File: config.mk
export PLATFORM = sky130hd
export DESIGN_NAME = rgb_to_hsl_converter_flat
export DESIGN_NICKNAME = d
export VERILOG_FILES = /design/src/rtl/rhc_pkg.sv /design/src/rtl/rhc_rgb_if.sv /design/src/rtl/rhc_hsl_if.sv /design/src/rtl/rhc_div.sv /design/src/rtl/rgb_to_hsl_converter.sv /design/src/flat_wrapper.sv
export SDC_FILE = /design/constraint.sdc
export NUM_CORES = 2
export LEC_CHECK = 0
export BUFFER_PORTS_ARGS = -buffer_cell sky130_fd_sc_hd__buf_2
export CAP_MARGIN = 10
export CORE_ASPECT_RATIO = 1.2
export CORE_MARGIN = 8
export CORE_UTILIZATION = 25
export DETAILED_ROUTE_END_ITERATION = 16
export PLACE_DENSITY = 0.4
export SLEW_MARGIN = 0
export SYNTH_ARGS = -nofsm -noshare
export SYNTH_HDL_FRONTEND = slang
export SYNTH_HIERARCHICAL = 1
export SYNTH_SLANG_ARGS = --single-unit
File: constraint.sdc
create_clock -name clk -period 24.1 [get_ports clk]
set_clock_uncertainty 0.15 [all_clocks]
set_input_delay 1.205 -clock clk [delete_from_list [all_inputs] [get_ports clk]]
set_output_delay 1.205 -clock clk [all_outputs]
set_load 0.01 [all_outputs]
File: src/rtl/rhc_pkg.sv
package rhc_pkg;

  // Field widths of the pixel words
  localparam int COMP_W  = 16;
  localparam int HUE_W   = 15;
  localparam int LIGHT_W = 16;
  localparam int SAT_W   = 16;

  // Parameter defaults
  localparam int COMPONENT_BITS_DEF    = 16;
  localparam int HUE_FRACTION_BITS_DEF = 6;

  // Whole degrees below 360 fit in 9 bits
  localparam int DEG_FULL = 360;
  localparam int DEG_BITS = 9;

  localparam logic [HUE_W-1:0] HUE_FIELD_MAX = 15'h7FFF;

  typedef enum logic [1:0] {
    MAX_RED,
    MAX_GREEN,
    MAX_BLUE
  } max_sel_t;

endpackage

File: src/rtl/rhc_rgb_if.sv
interface rhc_rgb_if;
  logic                       valid;
  logic                       ready;
  logic [rhc_pkg::COMP_W-1:0] red_in;
  logic [rhc_pkg::COMP_W-1:0] green_in;
  logic [rhc_pkg::COMP_W-1:0] blue_in;

  modport source (output valid, output red_in, output green_in, output blue_in,
                  input ready);
  modport sink   (input valid, input red_in, input green_in, input blue_in,
                  output ready);
endinterface

File: src/rtl/rhc_hsl_if.sv
interface rhc_hsl_if;
  logic                        valid;
  logic                        ready;
  logic [rhc_pkg::HUE_W-1:0]   hue_out;
  logic [rhc_pkg::LIGHT_W-1:0] lightness_out;
  logic [rhc_pkg::SAT_W-1:0]   saturation_out;

  modport source (output valid, output hue_out, output lightness_out,
                  output saturation_out, input ready);
  modport sink   (input valid, input hue_out, input lightness_out,
                  input saturation_out, output ready);
endinterface

File: src/rtl/rhc_div.sv
// Pipelined restoring divider, one quotient bit per stage.
// num must satisfy num < div * 2**QW. Stages past QW only hold the word.
module rhc_div #(
  parameter int DW     = 16,
  parameter int QW     = 16,
  parameter int STAGES = 16
) (
  input  logic              clk,
  input  logic [STAGES-1:0] en,
  input  logic [DW+QW-1:0]  num,
  input  logic [DW-1:0]     div,
  output logic [QW-1:0]     quo
);

  localparam int AW = DW + QW;

  // acc holds {partial remainder, numerator bits left, quotient bits so far}
  logic [AW-1:0] acc [STAGES];
  logic [DW-1:0] dvr [STAGES];

  function automatic logic [AW-1:0] div_step(input logic [AW-1:0] a,
                                             input logic [DW-1:0] d);
    logic [DW:0]   trial;
    logic [DW-1:0] rem;
    logic          qbit;
    trial = a[AW-1:QW-1];
    qbit  = (trial >= {1'b0, d});
    if (qbit) begin
      rem = DW'(trial - {1'b0, d});
    end else begin
      rem = trial[DW-1:0];
    end
    return {rem, a[QW-2:0], qbit};
  endfunction

  for (genvar i = 0; i < STAGES; i++) begin : g_stage
    logic [AW-1:0] acc_prev;
    logic [DW-1:0] dvr_prev;

    if (i == 0) begin : g_first
      assign acc_prev = num;
      assign dvr_prev = div;
    end else begin : g_next
      assign acc_prev = acc[i-1];
      assign dvr_prev = dvr[i-1];
    end

    always_ff @(posedge clk) begin
      if (en[i]) begin
        dvr[i] <= dvr_prev;
        if (i < QW) begin
          acc[i] <= div_step(acc_prev, dvr_prev);
        end else begin
          acc[i] <= acc_prev;
        end
      end
    end
  end

  assign quo = acc[STAGES-1][QW-1:0];

endmodule

File: src/rtl/rgb_to_hsl_converter.sv
// Channel  Dir  Word                                    Accepted when
// rgb      in   red_in, green_in, blue_in               rgb.valid && rgb.ready
// hsl      out  hue_out, lightness_out, saturation_out  hsl.valid && hsl.ready
//
// Throughput one word per clock while hsl is ready; stages are s1..s4, the
// two bit-per-stage dividers, and the output register.
// rst (synchronous) clears only the stage valid bits; no other state.
// Each stage advances when it is empty or the stage after it advances, so
// bubbles are squeezed out and a stall at hsl holds every word in place.
module rgb_to_hsl_converter #(
  parameter int COMPONENT_BITS    = rhc_pkg::COMPONENT_BITS_DEF,
  parameter int HUE_FRACTION_BITS = rhc_pkg::HUE_FRACTION_BITS_DEF
) (
  input  logic   clk,
  input  logic   rst,
  rhc_rgb_if.sink  rgb,
  rhc_hsl_if.source hsl
);

  localparam int CB  = COMPONENT_BITS;
  localparam int HFB = HUE_FRACTION_BITS;
  // hue quotient bits: degrees below 360 plus fraction
  localparam int HQW = rhc_pkg::DEG_BITS + HFB;
  localparam int HNW = CB + HQW;        // hue numerator
  localparam int MW  = CB + rhc_pkg::DEG_BITS;  // 60 * f
  localparam int FW  = CB + 3;          // f < 6 * spread
  localparam int L   = (HQW > CB) ? HQW : CB;   // divider depth
  localparam int NS  = L + 5;           // s1..s4, divider, output
  localparam int DS  = 4;               // first divider stage index
  localparam int HXW = (HQW > rhc_pkg::HUE_W) ? HQW : rhc_pkg::HUE_W;
  localparam int HueLimitRaw = (rhc_pkg::DEG_FULL << HFB) - 1;
  localparam int HueLimit = (HueLimitRaw > int'(rhc_pkg::HUE_FIELD_MAX)) ?
                            int'(rhc_pkg::HUE_FIELD_MAX) : HueLimitRaw;
  localparam logic [CB-1:0] FS = {CB{1'b1}};

  // ---------------------------------------------------------------------
  // Stage control: v = occupied, en = stage loads this cycle
  // ---------------------------------------------------------------------
  logic [NS-1:0] v;
  logic [NS-1:0] en;

  assign en[NS-1] = !v[NS-1] || hsl.ready;
  for (genvar k = 0; k < NS-1; k++) begin : g_en
    assign en[k] = !v[k] || en[k+1];
  end

  assign rgb.ready = en[0];

  always_ff @(posedge clk) begin
    if (rst) begin
      v <= '0;
    end else begin
      if (en[0]) begin
        v[0] <= rgb.valid;
      end
      for (int k = 1; k < NS; k++) begin
        if (en[k]) begin
          v[k] <= v[k-1];
        end
      end
    end
  end

  // ---------------------------------------------------------------------
  // s1: max / min; ties go red, then green
  // ---------------------------------------------------------------------
  logic [CB-1:0] r_in, g_in, b_in;
  logic [CB-1:0] r1, g1, b1, hi1, lo1;
  logic          gbge1;
  rhc_pkg::max_sel_t sel1;
  rhc_pkg::max_sel_t sel_next;
  logic [CB-1:0] hi_next, lo_next;

  assign r_in = rgb.red_in[CB-1:0];
  assign g_in = rgb.green_in[CB-1:0];
  assign b_in = rgb.blue_in[CB-1:0];

  always_comb begin
    if (r_in >= g_in && r_in >= b_in) begin
      sel_next = rhc_pkg::MAX_RED;
      hi_next  = r_in;
    end else if (g_in >= b_in) begin
      sel_next = rhc_pkg::MAX_GREEN;
      hi_next  = g_in;
    end else begin
      sel_next = rhc_pkg::MAX_BLUE;
      hi_next  = b_in;
    end
    lo_next = r_in;
    if (g_in < lo_next) lo_next = g_in;
    if (b_in < lo_next) lo_next = b_in;
  end

  always_ff @(posedge clk) begin
    if (en[0]) begin
      r1    <= r_in;
      g1    <= g_in;
      b1    <= b_in;
      hi1   <= hi_next;
      lo1   <= lo_next;
      sel1  <= sel_next;
      gbge1 <= (g_in >= b_in);
    end
  end

  // ---------------------------------------------------------------------
  // s2: sum, spread, lightness, component difference for the sextant
  // ---------------------------------------------------------------------
  logic [CB:0]        sum2;
  logic [CB-1:0]      spread2;
  logic signed [CB:0] diff2;
  logic signed [CB:0] diff_next;
  logic               gbge2;
  rhc_pkg::max_sel_t  sel2;

  always_comb begin
    unique case (sel1)
      rhc_pkg::MAX_RED:   diff_next = $signed({1'b0, g1}) - $signed({1'b0, b1});
      rhc_pkg::MAX_GREEN: diff_next = $signed({1'b0, b1}) - $signed({1'b0, r1});
      rhc_pkg::MAX_BLUE:  diff_next = $signed({1'b0, r1}) - $signed({1'b0, g1});
      default:            diff_next = '0;
    endcase
  end

  always_ff @(posedge clk) begin
    if (en[1]) begin
      sum2    <= {1'b0, hi1} + {1'b0, lo1};
      spread2 <= hi1 - lo1;
      diff2   <= diff_next;
      gbge2   <= gbge1;
      sel2    <= sel1;
    end
  end

  // ---------------------------------------------------------------------
  // s3: saturation divisor, hue numerator in sixtieths (f)
  //   red max:  f = g - b, or 6*spread + (g - b) when negative
  //   green:    f = 2*spread + b - r
  //   blue:     f = 4*spread + r - g
  // ---------------------------------------------------------------------
  logic [CB-1:0] den3, spread3, light3;
  logic [FW-1:0] f3;
  logic          grey3;
  logic [FW-1:0] sp_x, base_next;
  logic [CB:0]   den_hi;

  assign sp_x   = FW'(spread2);
  assign den_hi = {FS, 1'b0} - sum2;

  always_comb begin
    unique case (sel2)
      rhc_pkg::MAX_RED:   base_next = gbge2 ? '0 : (sp_x << 2) + (sp_x << 1);
      rhc_pkg::MAX_GREEN: base_next = sp_x << 1;
      rhc_pkg::MAX_BLUE:  base_next = sp_x << 2;
      default:            base_next = '0;
    endcase
  end

  always_ff @(posedge clk) begin
    if (en[2]) begin
      den3    <= (sum2 <= {1'b0, FS}) ? sum2[CB-1:0] : den_hi[CB-1:0];
      f3      <= base_next + {{2{diff2[CB]}}, diff2};
      spread3 <= spread2;
      light3  <= sum2[CB:1];
      grey3   <= (spread2 == '0);
    end
  end

  // ---------------------------------------------------------------------
  // s4: scale numerators: hue * 60 * 2^HFB, saturation spread * FS
  // ---------------------------------------------------------------------
  logic [HNW-1:0]  hnum4;
  logic [2*CB-1:0] snum4;
  logic [CB-1:0]   den4, spread4, light4;
  logic            grey4;
  logic [MW-1:0]   f_x, f60;

  assign f_x = MW'(f3);
  assign f60 = (f_x << 6) - (f_x << 2);

  always_ff @(posedge clk) begin
    if (en[3]) begin
      hnum4   <= HNW'(f60) << HFB;
      snum4   <= ({CB'(0), spread3} << CB) - {CB'(0), spread3};
      den4    <= den3;
      spread4 <= spread3;
      light4  <= light3;
      grey4   <= grey3;
    end
  end

  // ---------------------------------------------------------------------
  // Divider pipelines; lightness and grey flag ride alongside
  // ---------------------------------------------------------------------
  logic [HQW-1:0] hue_quo;
  logic [CB-1:0]  sat_quo;
  logic [CB-1:0]  light_d [L];
  logic           grey_d  [L];

  rhc_div #(.DW(CB), .QW(HQW), .STAGES(L)) u_hue_div (
    .clk (clk),
    .en  (en[DS +: L]),
    .num (hnum4),
    .div (spread4),
    .quo (hue_quo)
  );

  rhc_div #(.DW(CB), .QW(CB), .STAGES(L)) u_sat_div (
    .clk (clk),
    .en  (en[DS +: L]),
    .num (snum4),
    .div (den4),
    .quo (sat_quo)
  );

  for (genvar i = 0; i < L; i++) begin : g_side
    always_ff @(posedge clk) begin
      if (en[DS+i]) begin
        light_d[i] <= (i == 0) ? light4 : light_d[(i == 0) ? 0 : i-1];
        grey_d[i]  <= (i == 0) ? grey4  : grey_d[(i == 0) ? 0 : i-1];
      end
    end
  end

  // ---------------------------------------------------------------------
  // Output register: clamp hue to the field, zero hue/sat for grey
  // ---------------------------------------------------------------------
  logic [HXW-1:0]           hue_x;
  logic [rhc_pkg::HUE_W-1:0] hue_c;

  assign hue_x = HXW'(hue_quo);
  assign hue_c = (hue_x > HXW'(rhc_pkg::HUE_FIELD_MAX)) ? rhc_pkg::HUE_FIELD_MAX
                                                        : hue_x[rhc_pkg::HUE_W-1:0];

  always_ff @(posedge clk) begin
    if (en[NS-1]) begin
      hsl.hue_out        <= grey_d[L-1] ? '0 : hue_c;
      hsl.lightness_out  <= rhc_pkg::LIGHT_W'(light_d[L-1]);
      hsl.saturation_out <= grey_d[L-1] ? '0 : rhc_pkg::SAT_W'(sat_quo);
    end
  end

  assign hsl.valid = v[NS-1];

  // ---------------------------------------------------------------------
  // Checks
  // ---------------------------------------------------------------------
  a_accept_fills : assert property (@(posedge clk) disable iff (rst)
    rgb.valid && rgb.ready |=> v[0])
    else $error("accepted word not captured in first stage");

  a_first_holds : assert property (@(posedge clk) disable iff (rst)
    v[0] && !en[0] |=> v[0])
    else $error("stalled first stage dropped its word");

  a_sat_zero_grey : assert property (@(posedge clk) disable iff (rst)
    hsl.valid && hsl.saturation_out == '0 |-> hsl.hue_out == '0)
    else $error("zero saturation with nonzero hue");

  a_hue_range : assert property (@(posedge clk) disable iff (rst)
    hsl.valid |-> 32'(hsl.hue_out) <= 32'(HueLimit))
    else $error("hue out of range");

endmodule

File: src/flat_wrapper.sv
// flat-port wrapper written by rule: the top's interface ports become plain ports
module rgb_to_hsl_converter_flat 
#(
  parameter int COMPONENT_BITS    = rhc_pkg::COMPONENT_BITS_DEF,
  parameter int HUE_FRACTION_BITS = rhc_pkg::HUE_FRACTION_BITS_DEF
)
  (clk, rst, rgb_valid, rgb_red_in, rgb_green_in, rgb_blue_in, rgb_ready, hsl_valid, hsl_hue_out, hsl_lightness_out, hsl_saturation_out, hsl_ready);
  rhc_rgb_if rgb_i ();
  rhc_hsl_if hsl_i ();
  input  logic clk;
  input  logic rst;
  input wire logic [$bits(rgb_i.valid)-1:0] rgb_valid;
  input wire logic [$bits(rgb_i.red_in)-1:0] rgb_red_in;
  input wire logic [$bits(rgb_i.green_in)-1:0] rgb_green_in;
  input wire logic [$bits(rgb_i.blue_in)-1:0] rgb_blue_in;
  output wire logic [$bits(rgb_i.ready)-1:0] rgb_ready;
  output wire logic [$bits(hsl_i.valid)-1:0] hsl_valid;
  output wire logic [$bits(hsl_i.hue_out)-1:0] hsl_hue_out;
  output wire logic [$bits(hsl_i.lightness_out)-1:0] hsl_lightness_out;
  output wire logic [$bits(hsl_i.saturation_out)-1:0] hsl_saturation_out;
  input wire logic [$bits(hsl_i.ready)-1:0] hsl_ready;
  assign rgb_i.valid = rgb_valid;
  assign rgb_i.red_in = rgb_red_in;
  assign rgb_i.green_in = rgb_green_in;
  assign rgb_i.blue_in = rgb_blue_in;
  assign rgb_ready = rgb_i.ready;
  assign hsl_valid = hsl_i.valid;
  assign hsl_hue_out = hsl_i.hue_out;
  assign hsl_lightness_out = hsl_i.lightness_out;
  assign hsl_saturation_out = hsl_i.saturation_out;
  assign hsl_i.ready = hsl_ready;
  rgb_to_hsl_converter #(.COMPONENT_BITS(COMPONENT_BITS), .HUE_FRACTION_BITS(HUE_FRACTION_BITS)) u_core (.clk(clk), .rst(rst), .rgb(rgb_i), .hsl(hsl_i));
endmodule
==> summary.md <==
| Metric | Value |
|---|---|
| Status | `complete, no violations` |
| Synthesized cell area | `102,000 µm²` |
| Clock sink count | `2,068` |
| Filler instances | `41,000` |
| RSZ-0062 raised after global routing | `no` |
| Max Cap Viol | `0` |
| Final critical-path required period | `6.91 ns` |
| Seq cells post-synth | `2,068` |
| Initial core utilization | `0.251` |
| Max Fclk | `0.145 GHz` |
| Sequential area share after synthesis | `0.606` |
| Pin count of the biggest net entering global routing | `76` |
| Period utilisation layout | `0.287` |
| Final setup viols | `0` |
| Ys Warns | `6` |
| Asr flop ratio synth | `0` |
| Synth top area cells | `edfxtp_1 60%, ha_1 8.5%, mux2_2 3.7%` |
| Worst Path Arrival | `5.55 ns` |
| Clk slew on worst S/H paths | `0.06 ns` |
| EDFF count, synth | `2,047` |
| CP top delay family | `simple AND/OR/NAND/NOR gates` |
| Htree depth | `4` |
| Boundary Pins | `101` |
| Post_cts resized | `0` |
| Util after Layout | `0.287` |
| Synth Flop Type | `edfxtp_1` |
| Area growth, synth to finish | `14.6%` |
| Post-CTS Setup Bufs | `0` |
| GPL Wtd Cong | `0.863` |
| Cell variety after synth | `106` |
| Dpl hpwl | `174,000 µm` |
| Core ar. | `407,000 µm²` |
| Placed cell count | `13,200` |
| Met3 routed WL | `6760 µm` |
| Largest stage delay on the critical path | `0.81 ns` |
| Grt total ovfl | `0` |
| Synthesized area per cell | `13.2 µm²` |
| M1 wire length | `87,700 µm` |
| Slew margin rel. | `0.224` |
| Yosys top cell area share | `0.602` |
| Most common cell in the synthesized netlist | `edfxtp_1` |
| Worst-margin pin slew | `1.15 ns` |
| Worst Setup End Kind | `primary output` |
| Bufs and invs on worst path | `4` |
| Worst setup SP type | `input pin` |
| Slew Viols, Final | `0` |
| Clk_lat worst skew | `0.91 ns` |
| Routed wire length | `227,000 µm` |
| Cell count after synthesis | `7,722` |
| Area leader, netlist | `edfxtp_1` |
| First-pass GRT wire length | `353,000 µm` |
| Share of cells above drive strength 1 | `0.117` |
| Rows | `257` |
| Wire length per cell | `16.7 µm` |
| Critical path class | `in -> out` |
| Hold Buf Count CTS | `0` |
| Vert. Die Dim | `716 µm` |
| # nets final | `8,762` |
| Setup TNS | `0 ns` |
| Clock buffer depth | `4` |
| CP max stage cell | `nor4_4` |
| Required time of the worst setup path | `22.74 ns` |
| Final Instance Count excl. Fillers | `13,600` |
| Critical Path, Cell by Cell | `buf_2 > nor2b_2 > inv_2 > nor2_1 > nand2_4 > nor4_4 > nand3_4 > nor2_1 > buf_4 > nand3_4 > buf_2` |
| Die ar. | `429,000 µm²` |
| Peak fanout along the critical path | `49` |
| PortBufs | `100` |
| CTS tree | `done` |
| Post-route antenna net violation count | `0` |
| # DRC | `0` |
| CTS root buf | `clkbuf_16` |
| Hold WC Path Type | `reg -> reg` |
| Vias in the first global route | `62,900` |
| Met2 routed WL | `121,000 µm` |
| Uppermost layer routed | `met4` |
| Pre-Repair DR Iteration Count | `8` |
| Endpoints failing hold | `0` |
| Most frequent cells after synthesis | `2,047 x edfxtp_1, 822 x inv_1, 697 x ha_1` |
| Num CTS Buffers | `237` |
| Die W | `599 µm` |
| Initial antenna violation count | `1` |
| Routed vias | `58,800` |
| Vias per inst | `4.32` |
| Global Route Usage Sum | `0.102` |
| DRT iter0 DRCs | `2,639` |
| Final hold slack | `0.212 ns` |
==> metrics by stage <==
step / cell area (µm²) / worst slack, ns
6_report: 117000 / 17.19
3_3_place_gp: 109000 / 17.04
5_1_grt: 117000 / 16.68
2_1_floorplan: 102000 / 12.33
3_5_place_dp: 109000 / 17.02
4_1_cts: 117000 / 16.98
==> worst paths after layout <==
path	from	to	slack [ns]	depth (start not counted)
min reg2reg	u_core/light_d[5][10]	u_core/light_d[6][10]	0.21	0
min	u_core/light_d[5][10]	u_core/light_d[6][10]	0.21	0
max reg2reg	u_core/v[20]	u_core/u_sat_div/dvr[0][59]	18.66	9
max	hsl_ready	rgb_ready	17.19	11
==> placed cells by master, fill, tap and decap left out, drive strengths merged, types with 139 or more instances in the layout <==
| cell type | synthesis | final |
|---|---|---|
| ha | 697 | 697 |
| o21ai | 337 | 337 |
| inv | 824 | 829 |
| mux2 | 354 | 354 |
| nor2b | 157 | 157 |
| xnor2 | 298 | 298 |
| buf | 80 | 139 |
| nand2 | 275 | 275 |
| a21oi | 430 | 430 |
| edfxtp | 2047 | 2047 |
| a21o | 171 | 171 |
| nor2 | 458 | 458 |
| clkbuf | 50 | 288 |
==> registers in the layout, summed over array words and instances (netlist names), 17 cells and up <==
| signal | cells |
|---|---|
| u_core/u_sat_div/acc | 496 |
| u_core/u_hue_div/acc | 464 |
| u_core/light_d | 256 |
| u_core/u_sat_div/dvr | 240 |
| u_core/u_hue_div/dvr | 224 |
| u_core/snum4 | 32 |
| u_core/hnum4 | 23 |
| u_core/v | 21 |
| u_core/f3 | 19 |
| u_core/diff2 | 17 |
| u_core/sum2 | 17 |
==> worst register-to-register path, stage by stage, from the launching register on <==
cell and delay, ns:
dfxtp_1 0.31, nor2b_2 0.25, inv_2 0.41, nor2_1 0.53
nand2_4 0.49, nor2_1 0.59, inv_4 0.39, nor2_1 0.62
nand3_4 0.64, buf_4 0.62
==> cell families (layout without fill, tap and decap cells) <==
family / count (synthesis) / in the layout / share of synthesized area
flip-flops: 2068 / 2068 / 0.606
AO/OA/AOI/OAI: 1604 / 1604 / 0.105
AND/OR/NAND/NOR: 1449 / 1449 / 0.0700
buffers and inverters: 955 / 1397 / 0.0374
adder cells (fa/ha/maj): 733 / 733 / 0.0925
multiplexers: 490 / 490 / 0.0530
XOR/XNOR: 422 / 422 / 0.0362
other: 1 / 10 / 0.0000367
==> area by class of cell <==
cell class	instances	area [µm²]	share of cell area
Multi-Input combinational cell	4706	36600	0.312
Sequential cell	2068	61900	0.529
Antenna cell	2	5.00	0.0000428
Timing Repair Buffer	139	793	0.00678
Tap cell	5439	6810	0.0581
Clock buffer	288	6240	0.0533
Inverter	825	3110	0.0266
Clock inverter	145	1640	0.0140
==> layer usage <==
metal  global-route usage  up-vias
li1                     -    29200
met1                0.105    28200
met2                0.200      913
met3               0.0136      493
met4               0.0495        0
met5                    0        -
Power is not shown: default switching activity piles up to over one toggle a cycle in this logic, so the estimate is an artifact.
